--- src/hw/rtl/tis_pkg.sv ---
// ----------------------------------------------------------------------------
// Telnet IAC stripper package
// Parser states, result kinds, telnet command codes and the result record
// shared by the parser, the output stage and the top level.
// ----------------------------------------------------------------------------
package tis_pkg;

  // Telnet command bytes.
  localparam logic [7:0] TN_IAC    = 8'hFF;
  localparam logic [7:0] TN_SB     = 8'd250;
  localparam logic [7:0] TN_SE     = 8'd240;
  localparam logic [7:0] TN_CMD_LO = 8'd251;
  localparam logic [7:0] TN_CMD_HI = 8'd254;
  localparam logic [7:0] TN_DO     = 8'd253;

  // Reset value of the option register.
  localparam logic [7:0] OPTION_RESET = 8'd201;

  // Parser state.
  typedef enum logic [2:0] {
    ST_NORMAL = 3'd0,
    ST_IAC    = 3'd1,
    ST_CMD    = 3'd2,
    ST_SB     = 3'd3,
    ST_SB_IAC = 3'd4
  } parse_state_e;

  // Kind of a result transaction.
  typedef enum logic [2:0] {
    K_NONE    = 3'd0,
    K_DATA    = 3'd1,
    K_SBBYTE  = 3'd2,
    K_SBEND   = 3'd3,
    K_SBABORT = 3'd4,
    K_ENABLED = 3'd5
  } kind_e;

  // Fixed-width part of one result.
  typedef struct packed {
    kind_e      kind;
    logic [7:0] byte_value;
    logic       chunk_end;
  } tis_item_t;

endpackage

--- src/hw/rtl/tis_in_stage.sv ---
// ----------------------------------------------------------------------------
// Input stage
// Registers one received byte and its chunk-end flag, and accepts a new
// transaction when empty or when the held one moves on in the same cycle.
// ----------------------------------------------------------------------------
module tis_in_stage (
  input  logic       clk_i,
  input  logic       rst_ni,
  input  logic       s_valid_i,
  output logic       s_ready_o,
  input  logic [7:0] s_byte_i,
  input  logic       s_eoc_i,
  input  logic       take_i,     // held item is consumed this cycle
  output logic       valid_o,
  output logic [7:0] byte_o,
  output logic       eoc_o
);

  logic       valid_q, valid_d;
  logic [7:0] byte_q;
  logic       eoc_q;
  logic       load;

  // The stage is free when empty or when its item leaves this cycle.
  assign s_ready_o = !valid_q || take_i;
  assign load      = s_valid_i && s_ready_o;

  always_comb begin
    valid_d = valid_q;
    if (load) begin
      valid_d = 1'b1;
    end else if (take_i) begin
      valid_d = 1'b0;
    end
  end

  always_ff @(posedge clk_i or negedge rst_ni) begin
    if (!rst_ni) begin
      valid_q <= 1'b0;
    end else begin
      valid_q <= valid_d;
    end
  end

  // Payload needs no reset.
  always_ff @(posedge clk_i) begin
    if (load) begin
      byte_q <= s_byte_i;
      eoc_q  <= s_eoc_i;
    end
  end

  assign valid_o = valid_q;
  assign byte_o  = byte_q;
  assign eoc_o   = eoc_q;

endmodule

--- src/hw/rtl/tis_parser.sv ---
// ----------------------------------------------------------------------------
// Telnet command parser
// Holds the parser state, the subnegotiation and chunk counters and the
// option register, and turns one byte into one result combinationally.
// ----------------------------------------------------------------------------
module tis_parser import tis_pkg::*; #(
  parameter int unsigned SB_CAPACITY = 1024,
  parameter int unsigned CHUNK_MAX   = 4096,
  localparam int unsigned SbW = $clog2(SB_CAPACITY),
  localparam int unsigned CW  = $clog2(CHUNK_MAX + 1)
) (
  input  logic           clk_i,
  input  logic           rst_ni,
  input  logic           cfg_we_i,
  input  logic [7:0]     cfg_wdata_i,
  input  logic           step_i,      // consume the byte below this cycle
  input  logic [7:0]     rx_byte_i,
  input  logic           eoc_i,
  output tis_item_t      item_o,
  output logic [SbW-1:0] sb_length_o,
  output logic [CW-1:0]  kept_count_o
);

  localparam logic [SbW-1:0] SbMax    = SbW'(SB_CAPACITY - 1);
  localparam logic [CW-1:0]  ChunkTop = CW'(CHUNK_MAX);

  parse_state_e   state_q, state_d;
  logic           pend_do_q, pend_do_d;
  logic [SbW-1:0] sb_q, sb_d;
  logic           proto_q, proto_d;
  logic [CW-1:0]  cnt_q, cnt_d, cnt_inc;
  logic [7:0]     option_q;
  logic           sb_room;
  kind_e          kind;
  logic [7:0]     bval;
  logic [SbW-1:0] slen;

  assign sb_room = sb_q < SbMax;

  // Next state and result for the current byte.
  always_comb begin
    state_d   = state_q;
    pend_do_d = pend_do_q;
    sb_d      = sb_q;
    proto_d   = proto_q;
    kind      = K_NONE;
    bval      = 8'd0;
    slen      = '0;
    unique case (state_q)
      ST_IAC: begin
        if (rx_byte_i == TN_IAC) begin
          kind    = K_DATA;
          bval    = TN_IAC;
          state_d = ST_NORMAL;
        end else if (rx_byte_i == TN_SB) begin
          sb_d    = '0;
          state_d = ST_SB;
        end else if (rx_byte_i >= TN_CMD_LO && rx_byte_i <= TN_CMD_HI) begin
          pend_do_d = (rx_byte_i == TN_DO);
          state_d   = ST_CMD;
        end else begin
          state_d = ST_NORMAL;
        end
      end
      ST_CMD: begin
        if (pend_do_q && rx_byte_i == option_q && !proto_q) begin
          proto_d = 1'b1;
          kind    = K_ENABLED;
        end
        state_d = ST_NORMAL;
      end
      ST_SB: begin
        if (rx_byte_i == TN_IAC) begin
          state_d = ST_SB_IAC;
        end else if (sb_room) begin
          sb_d = sb_q + SbW'(1);
          kind = K_SBBYTE;
          bval = rx_byte_i;
        end
      end
      ST_SB_IAC: begin
        if (rx_byte_i == TN_SE) begin
          kind    = K_SBEND;
          slen    = sb_q;
          sb_d    = '0;
          state_d = ST_NORMAL;
        end else if (rx_byte_i == TN_IAC) begin
          if (sb_room) begin
            sb_d = sb_q + SbW'(1);
            kind = K_SBBYTE;
            bval = TN_IAC;
          end
          state_d = ST_SB;
        end else begin
          kind    = K_SBABORT;
          sb_d    = '0;
          state_d = ST_NORMAL;
        end
      end
      default: begin
        if (rx_byte_i == TN_IAC) begin
          state_d = ST_IAC;
        end else begin
          kind    = K_DATA;
          bval    = rx_byte_i;
          state_d = ST_NORMAL;
        end
      end
    endcase
  end

  // Saturating count of data bytes in the chunk, reported and cleared at its end.
  always_comb begin
    cnt_inc = cnt_q;
    if (kind == K_DATA && cnt_q < ChunkTop) begin
      cnt_inc = cnt_q + CW'(1);
    end
    cnt_d        = eoc_i ? '0 : cnt_inc;
    kept_count_o = eoc_i ? cnt_inc : '0;
  end

  assign item_o.kind       = kind;
  assign item_o.byte_value = bval;
  assign item_o.chunk_end  = eoc_i;
  assign sb_length_o       = slen;

  always_ff @(posedge clk_i or negedge rst_ni) begin
    if (!rst_ni) begin
      state_q   <= ST_NORMAL;
      pend_do_q <= 1'b0;
      sb_q      <= '0;
      proto_q   <= 1'b0;
      cnt_q     <= '0;
    end else if (step_i) begin
      state_q   <= state_d;
      pend_do_q <= pend_do_d;
      sb_q      <= sb_d;
      proto_q   <= proto_d;
      cnt_q     <= cnt_d;
    end
  end

  // Option register; the user writes it only while the block is idle, unchecked.
  always_ff @(posedge clk_i or negedge rst_ni) begin
    if (!rst_ni) begin
      option_q <= OPTION_RESET;
    end else if (cfg_we_i) begin
      option_q <= cfg_wdata_i;
    end
  end

endmodule

--- src/hw/rtl/tis_out_stage.sv ---
// ----------------------------------------------------------------------------
// Output stage
// Result register with valid flag; it takes a new result whenever it is
// empty or its current result is taken in the same cycle.
// ----------------------------------------------------------------------------
module tis_out_stage import tis_pkg::*; #(
  parameter int unsigned SbW = 10,
  parameter int unsigned CW  = 13
) (
  input  logic           clk_i,
  input  logic           rst_ni,
  input  logic           load_i,
  output logic           free_o,
  input  tis_item_t      item_i,
  input  logic [SbW-1:0] sb_length_i,
  input  logic [CW-1:0]  kept_count_i,
  output logic           m_valid_o,
  input  logic           m_ready_i,
  output tis_item_t      item_o,
  output logic [SbW-1:0] sb_length_o,
  output logic [CW-1:0]  kept_count_o
);

  logic           valid_q, valid_d;
  tis_item_t      item_q;
  logic [SbW-1:0] slen_q;
  logic [CW-1:0]  kept_q;

  assign free_o = !valid_q || m_ready_i;

  always_comb begin
    valid_d = valid_q;
    if (load_i) begin
      valid_d = 1'b1;
    end else if (m_ready_i) begin
      valid_d = 1'b0;
    end
  end

  always_ff @(posedge clk_i or negedge rst_ni) begin
    if (!rst_ni) begin
      valid_q <= 1'b0;
    end else begin
      valid_q <= valid_d;
    end
  end

  always_ff @(posedge clk_i) begin
    if (load_i) begin
      item_q <= item_i;
      slen_q <= sb_length_i;
      kept_q <= kept_count_i;
    end
  end

  assign m_valid_o    = valid_q;
  assign item_o       = item_q;
  assign sb_length_o  = slen_q;
  assign kept_count_o = kept_q;

endmodule

--- src/hw/rtl/telnet_iac_stripper.sv ---
// ----------------------------------------------------------------------------
// Telnet IAC stripper
// Removes telnet command sequences from a received byte stream, passes data
// bytes, streams subnegotiation payload and reports chunk data counts.
//
//   Channel  Dir  Handshake                 Content
//   s_axis   in   tvalid/tready             tdata: rx_byte, tlast: end_of_chunk
//   m_axis   out  tvalid/tready             tdata: byte_value, sb_length,
//                                           kept_count; tuser: kind;
//                                           tlast: chunk_end
//   cfg      in   cfg_we_i (no handshake)   cfg_wdata_i: option_code
//
// One transaction in and one out per cycle while the output is not stalled;
// input register, combinational parser and result register lie in between.
// Reset (async, active low) sets the option to 201 and clears control state.
// A stalled output holds its result; the input register keeps taking
// transactions as long as the result register can move.
// ----------------------------------------------------------------------------
module telnet_iac_stripper import tis_pkg::*; #(
  parameter int unsigned SB_CAPACITY = 1024,
  parameter int unsigned CHUNK_MAX   = 4096,
  localparam int unsigned SbW = $clog2(SB_CAPACITY),
  localparam int unsigned CW  = $clog2(CHUNK_MAX + 1),
  localparam int unsigned DW  = ((8 + SbW + CW + 7) / 8) * 8
) (
  input  logic          clk_i,
  input  logic          rst_ni,
  input  logic          cfg_we_i,
  input  logic [7:0]    cfg_wdata_i,     // option_code
  input  logic          s_axis_tvalid_i,
  output logic          s_axis_tready_o,
  input  logic [7:0]    s_axis_tdata_i,  // [7:0] rx_byte
  input  logic          s_axis_tlast_i,  // end_of_chunk
  output logic          m_axis_tvalid_o,
  input  logic          m_axis_tready_i,
  output logic [DW-1:0] m_axis_tdata_o,  // byte_value, sb_length, kept_count, zero fill
  output logic [2:0]    m_axis_tuser_o,  // kind
  output logic          m_axis_tlast_o   // chunk_end
);

  logic           in_valid, in_eoc, out_free, adv;
  logic [7:0]     in_byte;
  tis_item_t      res, out_item;
  logic [SbW-1:0] res_slen, out_slen;
  logic [CW-1:0]  res_kept, out_kept;

  // An item moves on when the result register can take its result.
  assign adv = in_valid && out_free;

  tis_in_stage u_in (
    .clk_i,
    .rst_ni,
    .s_valid_i (s_axis_tvalid_i),
    .s_ready_o (s_axis_tready_o),
    .s_byte_i  (s_axis_tdata_i),
    .s_eoc_i   (s_axis_tlast_i),
    .take_i    (adv),
    .valid_o   (in_valid),
    .byte_o    (in_byte),
    .eoc_o     (in_eoc)
  );

  tis_parser #(
    .SB_CAPACITY (SB_CAPACITY),
    .CHUNK_MAX   (CHUNK_MAX)
  ) u_parser (
    .clk_i,
    .rst_ni,
    .cfg_we_i,
    .cfg_wdata_i,
    .step_i       (adv),
    .rx_byte_i    (in_byte),
    .eoc_i        (in_eoc),
    .item_o       (res),
    .sb_length_o  (res_slen),
    .kept_count_o (res_kept)
  );

  tis_out_stage #(
    .SbW (SbW),
    .CW  (CW)
  ) u_out (
    .clk_i,
    .rst_ni,
    .load_i       (adv),
    .free_o       (out_free),
    .item_i       (res),
    .sb_length_i  (res_slen),
    .kept_count_i (res_kept),
    .m_valid_o    (m_axis_tvalid_o),
    .m_ready_i    (m_axis_tready_i),
    .item_o       (out_item),
    .sb_length_o  (out_slen),
    .kept_count_o (out_kept)
  );

  // Pack the result fields, first field in the lowest bits.
  assign m_axis_tdata_o = DW'({out_kept, out_slen, out_item.byte_value});
  assign m_axis_tuser_o = out_item.kind;
  assign m_axis_tlast_o = out_item.chunk_end;

endmodule

--- config.mk ---
export PLATFORM = sky130hd
export DESIGN_NAME = telnet_iac_stripper
export DESIGN_NICKNAME = d
export VERILOG_FILES = /design/src/hw/rtl/tis_pkg.sv /design/src/hw/rtl/tis_in_stage.sv /design/src/hw/rtl/tis_parser.sv /design/src/hw/rtl/tis_out_stage.sv /design/src/hw/rtl/telnet_iac_stripper.sv
export SDC_FILE = /design/constraint.sdc
export NUM_CORES = 1
export LEC_CHECK = 0
export BUFFER_PORTS_ARGS = -buffer_cell sky130_fd_sc_hd__buf_2
export CORE_ASPECT_RATIO = 1.2
export CORE_MARGIN = 1.5
export CORE_UTILIZATION = 25
export DETAILED_ROUTE_END_ITERATION = 10
export PLACE_DENSITY = 0.39
export SLEW_MARGIN = 5
export SYNTH_ARGS = -nofsm -noshare
export SYNTH_HDL_FRONTEND = slang
export SYNTH_SLANG_ARGS = --single-unit
export TNS_END_PERCENT = 100
--- constraint.sdc ---
create_clock -name clk_i -period 3.05 [get_ports clk_i]
set_clock_uncertainty 0.15 [all_clocks]
set_input_delay 0.1525 -clock clk_i [delete_from_list [all_inputs] [get_ports clk_i]]
set_output_delay 0.1525 -clock clk_i [all_outputs]
set_load 0.02 [all_outputs]
==> results of run 1 <==
-- through the flow --
step           power [mW]  setup slack (ns)  cell area, um^2
2_1_floorplan       1.768            0.3646             4313
3_3_place_gp        1.922            0.4948             4832
3_5_place_dp        1.926            0.4442             4832
4_1_cts             3.058            0.4239             5338
5_1_grt             3.186            0.2198             5338
6_report            3.013            0.4102             5338
-- where the power goes --
group | internal, mW | switching [mW] | total (mW)
sequential | 1.32 | 0.129 | 1.45
combinational | 0.201 | 0.263 | 0.464
clock | 0.633 | 0.466 | 1.10
-- routing by layer --
metal  vias up  track usage  wire (um)  share of wire
li1       1704            -          -              -
met1      1662       0.1692       4983           0.45
met5         -            0          0              0
met2        83       0.2036       5296           0.48
met4         0      0.06279        235          0.021
met3        15      0.02252        480          0.044
-- final timing paths --
| check | to | startpoint | depth (start not counted) |
|---|---|---|---|
| max | u_out.kept_count_o[12] | u_in.byte_o[1] | 7 |
| min | u_parser.option_q[5] | cfg_we_i | 2 |
| max reg2reg | u_out.kept_count_o[12] | u_in.byte_o[1] | 7 |
| min reg2reg | u_parser.proto_q | u_parser.proto_q | 1 |
| max in group asynchronous | u_parser.pend_do_q | rst_ni | 2 |
| min in group asynchronous | u_parser.cnt_q[5] | rst_ni | 2 |
-- worst reg2reg max path: cells and delay by family (launching register included) --
family          cells  cell delay (ns)
compound gates      3             0.58
buf+inv             1             0.17
flops               1             0.58
simple gates        3             1.02
-- state kept, by name, indices dropped and copies added, names as in the netlist --
name / cells
u_parser.sb_q: 10
u_parser.pend_do_q: 1
u_in.eoc_o: 1
u_parser.option_q: 8
u_parser.proto_q: 1
u_out.kept_count_o: 13
u_in.byte_o: 8
u_parser.cnt_q: 13
u_parser.state_q: 3
u_in.valid_o: 1
u_out.sb_length_o: 10
u_out.m_valid_o: 1
u_out.item_o: 12
-- placed cells by master (no fill, tap or decap), types with 4 or more instances in the layout --
| master | instances |
|---|---|
| and3_1 | 5 |
| nor4_1 | 6 |
| nor3_1 | 10 |
| mux2_2 | 8 |
| o31ai_1 | 8 |
| clkbuf_16 | 9 |
| a31oi_1 | 4 |
| nand3_1 | 21 |
| a41oi_1 | 4 |
| dfstp_2 | 4 |
| o21ai_0 | 14 |
| nor2_1 | 23 |
| dlygate4sd3_1 | 21 |
| nand2b_1 | 7 |
| o2bb2ai_1 | 8 |
| inv_1 | 9 |
| a21oi_1 | 36 |
| edfxtp_1 | 44 |
| or4_1 | 8 |
| buf_4 | 10 |
| nand4_1 | 8 |
| or3_1 | 8 |
| and2_1 | 15 |
| nand2_1 | 44 |
| dfrtp_1 | 34 |
| xor2_1 | 13 |
| buf_2 | 58 |
-- timing repair --
action / in CTS / in global routing
hold buffers: 21 / 0
endpoints found under the hold margin: 53 / 0
endpoints found under the setup margin: 0 / 0
-- area by class of cell --
type / count / area [um^2]
fillers: 1725 / 11510
well taps: 216 / 270.3
clock inverters: 7 / 70.07
inverters: 11 / 41.29
flip-flops and latches: 82 / 2277
repair buffers: 91 / 615.6
multi-input cells: 297 / 1838
clock buffers: 9 / 225.2
-- kinds of logic (layout without fill, tap and decap cells) --
kind of cell | Yosys count | count (layout) | share of synthesized area
and+or+nand+nor | 172 | 172 | 0.2132
AOI/OAI and AO/OA | 98 | 98 | 0.1520
DFF | 82 | 82 | 0.5280
buffers and inverters | 41 | 118 | 0.04583
xor gates and xnor gates | 13 | 13 | 0.02640
muxes | 11 | 11 | 0.02785
adders and majority gates | 2 | 2 | 0.005801
other | 1 | 1 | 0.0008695
==> results.toml, run 1 <==
[critical_path]
rrSetupSlack_ns = 0.41
cpMaxStageDelayCell = "edfxtp_1"
arrival_ns = 2.69
path_cells = "and4_1 -> a21oi_2 -> o21ai_2 -> nand2_1 -> buf_12 -> or4_1 -> a21oi_1"
cp_max_fo = 24
critPathCaptureType = "flop"
required_ns = 3.10
cpLargestDelayFamily = "simple AND/OR/NAND/NOR gates"
startpoint_type = "flop"
slowest_delay_ns = 0.58
cp.buffers_inverters = 1
worstSetupPathType = "flop to flop"

[global_route]
antenna_found_initial = 0
overflow = 0
grt_usage = 0.1289
grt_start_max_net_pins = 39
grt_pass1_vias = 3305
grt_pass1_wl_mm = 17.88

[yosys]
ys_top_cells_by_area = "edfxtp_1 (31%), dfrtp_1 (20%), a21oi_1 (4.2%)"
synth-edff-count = 44
syn_area_mm2 = 0.004313
synth_top_area_cell = "edfxtp_1"
syn_nets = 444
synthDominantCellAreaShare = 0.3064
syn_area_per_cell_um2 = 10.27
synthFlopType = "edfxtp_1"
synth_seq_cells = 82
seq_area_frac_synth = 0.5280
yosysWarnings = 0
yosysUniqueCellTypes = 57
synthArstFlopShare = 0.4634
synth_commonest_cells = "edfxtp_1 (44), nand2_1 (44), a21oi_1 (36)"
postSynthCellCount = 420

[hold_path]
hold_class = "input pin to flop"

[routing]
drtIter0Drc = 160
drtAntennaViolNets = 0
viasPerCell = 4.858
drc = 0
avgRoutedWirePerCell_um = 15.42
drtPass1Iterations = 4
wirelength_mm = 11.00
vias = 3464

[clock_tree]
cts_buffer_depth = 2
h-tree-depth = 3
cts_tree = "done"
clk_latency_ns = 0.35
root_buffer = "clkbuf_16"
cts_setup_buffers = 0
cts.clk_slew.worst_paths_ns = 0.06
cts_buffers = 9
clock-sinks = 82
cts_resized = 0

[power]
powerDensity_mw_per_mm2 = 564.6
ir_worst_vdd_mv = 0.1989
p_leak_nw = 2.072

[sta]
worstMarginPinSlew_ns = 0.9547
period_share = 0.8655
slew_headroom = 0.3635
slew_viol_final = 0
clock.fmax_mhz = 378.8
fin_crit_ns = 2.640
rsz0062_at_grt = "no"
finalHoldWorstSlack_ns = 0.05694
timing.setup.tns_ns = 0
hold_viol = 0
setup_violations = 0

[floorplanning]
dieArea_mm2 = 0.01805
die-width_um = 122.9
fp.dieH_um = 146.9
row_count = 52
io-pin-count = 60
core-area_mm2 = 0.01685
initial_core_util = 0.2559

[cells_and_area]
layout.cells.non_filler = 713
drive_gt1_frac = 0.2173
syn2layout_area_growth_pct = 23.76
antenna_cells = 0
utilization = 0.3168
fin_nets = 516

[place]
gp_congestion = 0.8123
port_buffers = 58
post-place-cells = 676
dp.final_hpwl_mm = 7.501

[job]
max_cap_violations = 0

[status]
status = "complete, no violations"
(Power assumes the default switching activity.)
==> run 2: changes to the inputs <==
--- a/config.mk
+++ b/config.mk
@@ -14,5 +14,6 @@
 export SLEW_MARGIN = 5
 export SYNTH_ARGS = -nofsm -noshare
 export SYNTH_HDL_FRONTEND = slang
+export SYNTH_HIERARCHICAL = 1
 export SYNTH_SLANG_ARGS = --single-unit
 export TNS_END_PERCENT = 100
==> run 2 against run 1 <==
  * Wire length fell by 9.8%
  * Global-route usage is 0.67 points lower
  * Die area down 4.9%
  * Clock power barely moved
  * Sequential cell count unchanged
  * Via count shrank 10%
  * Synthesized area fell by 5.0%
  * Design area fell by 4.0%
  * First-iteration DRC count is 5.6% lower
  * Sequential share of layout area increased by 1.8 points
  * Sequential power is essentially flat
==> results.toml, run 2 <==
[hold_path]
whs_path_depth = 2
hold_class = "input pin to flop"

[clock_tree]
root_buffer = "clkbuf_16"
h-tree-depth = 3
cts.clk_slew.worst_paths_ns = 0.06
cts_buffers = 9
cts_resized = 0
clock-sinks = 82
clk_latency_ns = 0.35
cts_buffer_depth = 2
cts_setup_buffers = 0
cts_hold_buf = 20
cts_tree = "done"

[power]
sw_frac_of_total = 0.3143
p_seq_frac = 0.439
ir_worst_vdd_mv = 0.2324
powerDensity_mw_per_mm2 = 642.5
intPower_mw = 2.257
p_sw_mw = 1.035
p_leak_nw = 2.120
pwr-share-clk = 0.331
p_comb_frac = 0.230

[yosys]
post-synth-top-count-cell = "nand2_1"
syn_nets = 399
synthArstFlopShare = 0.4634
synth-edff-count = 44
yosysWarnings = 6
ys_top_cells_by_area = "edfxtp_1 (32%), dfrtp_1 (21%), nand2_1 (4.1%)"
seq_area_frac_synth = 0.5559
syn_area_per_cell_um2 = 10.92
synth_seq_cells = 82
synth_commonest_cells = "nand2_1 (45), edfxtp_1 (44), dfrtp_1 (34)"
synth_top_area_cell = "edfxtp_1"
syn_area_mm2 = 0.004096
synthDominantCellAreaShare = 0.3225
yosysUniqueCellTypes = 59
synthFlopType = "edfxtp_1"
postSynthCellCount = 375

[cells_and_area]
drive_gt1_frac = 0.2462
fin_nets = 478
final_common_cell = "buf_2"
antenna_cells = 0
final_cell_mix = "buf_2 (58), nand2_1 (45), edfxtp_1 (44)"
syn2layout_area_growth_pct = 25.05

[sta]
timing.setup.tns_ns = 0
period_share = 0.8586
setup_violations = 0
hold_viol = 0
layout_setup_ws_ns = 0.4312
worstMarginPinSlew_ns = 0.9909
slew_viol_final = 0
slew_headroom = 0.3394
rsz0062_at_grt = "no"
clock.fmax_mhz = 381.9
fin_crit_ns = 2.619
finalHoldWorstSlack_ns = 0.05812

[critical_path]
required_ns = 3.00
cp_max_fo = 10
arrival_ns = 2.57
critPathCaptureType = "flop"
worstSetupPathType = "flop to flop"
r2r_cells = 6
startpoint_type = "flop"

[floorplanning]
initial_core_util = 0.2537
core-area_mm2 = 0.01614
fp.dieH_um = 143.2
io-pin-count = 60
die-width_um = 119.9
row_count = 51
dieArea_mm2 = 0.01717

[routing]
avgRoutedWirePerCell_um = 14.77
wirelength_mm = 9.913
drtPass1Iterations = 4
drtAntennaViolNets = 0
vias = 3113
drc = 0
drtIter0Drc = 151
viasPerCell = 4.639

[place]
post-place-ws_ns = 0.4213
port_buffers = 58
gp_congestion = 0.7338
dp.final_hpwl_mm = 6.912

[global_route]
antenna_found_initial = 0
grt_pass1_vias = 3067
grt_pass1_wl_mm = 15.89
grt_start_max_net_pins = 51
grt_usage = 0.1222
overflow = 0

[job]
max_cap_violations = 0

[status]
status = "complete, no violations"
[run 2: cell types whose count changed in the layout (fill, tap and decap cells not counted), sizes merged, moves of 7 or more]
cell and delta:
xnor2 +12, xor2 -7, o2bb2ai -8, or4 -8, o21ai +9, a21oi -19
a22o +8, nand3 -11
[run 2: worst max-delay path: stages, from the launching register on]
cell      delay (ns)
edfxtp_1        0.53
nand4_2         0.17
or2_0           0.38
a221o_2         0.48
nor4_4          0.38
xor2_1          0.10
and2_1          0.17
[run 2: power by group through the flow]
stage	logic [mW]	clock network, mW	registers [mW]
5_1_grt	0.845	1.17	1.47
3_5_place_dp	0.749	0	1.47
3_3_place_gp	0.747	0	1.47
6_report	0.758	1.09	1.44
2_1_floorplan	0.432	0	1.54
4_1_cts	0.772	1.13	1.45
[run 2: worst paths after layout]
check,start,slack (ns),to
max,u_in/byte_o[0],0.43,u_out/kept_count_o[11]
min,cfg_we_i,0.06,u_parser/option_q[2]
max reg2reg,u_in/byte_o[0],0.43,u_out/kept_count_o[11]
min reg2reg,u_parser/proto_q,0.31,u_parser/proto_q
max in group asynchronous,rst_ni,1.75,u_parser/sb_q[4]
min in group asynchronous,rst_ni,0.38,u_parser/option_q[5]
[run 2: kinds of logic after synthesis]
logic type               count (synthesis)  synth area share
AND/OR/NAND/NOR                        151            0.2074
AO/OA/AOI/OAI                           83            0.1332
flip-flops                              82            0.5559
buffers and inverters                   28           0.03115
XOR/XNOR                                18           0.03848
multiplexers                            10           0.02688
adder cells (fa/ha/maj)                  2          0.006108
other                                    1         0.0009154
[run 2: routing by layer]
layer,share of wire,track usage
met1,0.44,0.1441
met2,0.51,0.2114
met3,0.027,0.02157
met4,0.024,0.06579
met5,0,0
[run 2: through the flow]
step	cell area [um^2]	cells	utilization	power, mW
after CTS	5122	671	0.3173	3.354
after global routing	5122	671	0.3173	3.480
after detailed placement	4627	635	0.2866	2.220
after global placement	4627	635	0.2866	2.215
final	5122	671	0.3173	3.291
after floorplan	4098	375	-	1.975
[run 2: area by class of cell]
type | instances | area (um^2)
tap | 212 | 265.3
fill | 1680 | 11020
inverter | 9 | 33.78
sequential | 82 | 2277
clock buffer | 9 | 225.2
clock inverter | 7 | 70.07
timing repair buffer | 87 | 558.0
multi-input combinational | 265 | 1693
==> run 3: changes to the inputs <==
--- a/config.mk
+++ b/config.mk
@@ -11,6 +11,7 @@
 export CORE_UTILIZATION = 25
 export DETAILED_ROUTE_END_ITERATION = 10
 export PLACE_DENSITY = 0.39
+export RECOVER_POWER = 25
 export SLEW_MARGIN = 5
 export SYNTH_ARGS = -nofsm -noshare
 export SYNTH_HDL_FRONTEND = slang
==> run 3 against run 2 <==
  * Clock-buffer cell count unchanged
  * Critical path type unchanged
  * Sequential share of layout area up 0.39 points
  * Maximum frequency about the same
  * Sequential power about the same
  * Utilization down 0.28 points
  * Clock power about the same
  * Cell count unchanged
  * Non-clock buffer count unchanged
==> results.toml, run 3 (synthesis results as in run 2) <==
[status]
status = "complete, no violations"

[global_route]
overflow = 0
grt_pass1_vias = 3067
grt_usage = 0.1222
antenna_found_initial = 0
grt_start_max_net_pins = 51
grt_pass1_wl_mm = 15.89

[cells_and_area]
fin_nets = 478
final_cell_mix = "nand2_1 (45), edfxtp_1 (44), clkbuf_1 (34), dfrtp_1 (34), buf_2 (25)"
antenna_cells = 0
drive_gt1_frac = 0.1721
syn2layout_area_growth_pct = 23.95
final_common_cell = "nand2_1"
fill_cells = 1693

[clock_tree]
cts_setup_buffers = 0
cts_buffer_depth = 2
clk_latency_ns = 0.35
h-tree-depth = 3
root_buffer = "clkbuf_16"
cts.clk_slew.worst_paths_ns = 0.06
cts_tree = "done"
cts_buffers = 9
clock-sinks = 82

[job]
max_cap_violations = 0

[routing]
vias = 3121
drtPass1Iterations = 4
drc = 0
wirelength_mm = 9.967
avgRoutedWirePerCell_um = 14.85
drtAntennaViolNets = 0
viasPerCell = 4.651
drtIter0Drc = 173

[power]
p_leak_nw = 2.012
ir_worst_vdd_mv = 0.2324
powerDensity_mw_per_mm2 = 644.8

[floorplanning]
row_count = 51
initial_core_util = 0.2537
die-width_um = 119.9
core-area_mm2 = 0.01614
fp.dieH_um = 143.2
dieArea_mm2 = 0.01717
io-pin-count = 60

[critical_path]
critPathCaptureType = "flop"
arrival_ns = 2.56
worstSetupPathType = "flop to flop"
cp_max_fo = 10
startpoint_type = "flop"
required_ns = 3.00

[sta]
fin_crit_ns = 2.617
rsz0062_at_grt = "no"
slew_viol_final = 0
clock.fmax_mhz = 382.1
finalHoldWorstSlack_ns = 0.05848
timing.setup.tns_ns = 0
worstMarginPinSlew_ns = 1.050
hold_viol = 0
setup_violations = 0
period_share = 0.8581
slew_headroom = 0.2997

[place]
dp.final_hpwl_mm = 6.912
port_buffers = 58
gp_congestion = 0.7338

[hold_path]
hold_class = "input pin to flop"
[run 3: cell count changes in the layout (fill, tap and decap cells not counted), sizes merged]
cell    before  now
buf         67   33
clkbuf       9   43
[run 3: per-stage QoR]
step                      cell area (um^2)  power [mW]  utilization  worst slack [ns]  std cells
after floorplan                       4098       1.975            -            0.3841        375
after global placement                4627       2.215       0.2866            0.4819        635
after detailed placement              4627       2.220       0.2866            0.4213        635
after CTS                             5122       3.354       0.3173            0.4090        671
after global routing                  5077       3.463       0.3145            0.2407        671
final                                 5077       3.274       0.3145            0.4328        671
[run 3: report_power, final]
part	switching [mW]	leakage [nW]	total [mW]	internal (mW)
sequential	0.101	0.935	1.45	1.35
clock	0.455	0.145	1.09	0.632
combinational	0.481	0.933	0.739	0.258
total	1.04	2.01	3.27	2.24
[run 3: metal layers]
metal / global-route usage / vias up / part of all wire
met5: 0 / - / 0
met1: 0.1441 / 1519 / 0.44
li1: - / 1529 / -
met2: 0.2114 / 60 / 0.51
met3: 0.02157 / 13 / 0.030
met4: 0.06579 / 0 / 0.024
[run 3: timing repair]
action	4_1_cts	5_1_grt
gates resized for setup	0	0
hold buffers	20	0
hold endpoints to repair	53	0
[run 3: layout make-up]
cell class	instances	area, um^2	area share
Tap cell	212	265.3	0.05224
Timing Repair Buffer	87	513.0	0.1010
Clock buffer	9	225.2	0.04436
Sequential cell	82	2277	0.4485
Inverter	9	33.78	0.006654
Clock inverter	7	70.07	0.01380
Multi-Input combinational cell	265	1693	0.3334
[run 3: worst paths after layout]
check                                 start                     end  slack (ns)  cells after the start
setup reg to reg             u_in/byte_o[0]  u_out/kept_count_o[11]        0.43                      6
min in group asynchronous            rst_ni    u_parser/option_q[5]        0.38                      2
max in group asynchronous            rst_ni        u_parser/sb_q[4]        1.76                      2
hold reg to reg            u_parser/proto_q        u_parser/proto_q        0.31                      1
setup / recovery             u_in/byte_o[0]  u_out/kept_count_o[11]        0.43                      6
hold / removal                     cfg_we_i    u_parser/option_q[2]        0.06                      2
[run 3: critical path, cell delays in order, from the launching register on]
cell	delay, ns
edfxtp_1	0.54
nand4_2	0.17
or2_0	0.38
a221o_2	0.48
nor4_4	0.37
xor2_1	0.10
and2_1	0.17
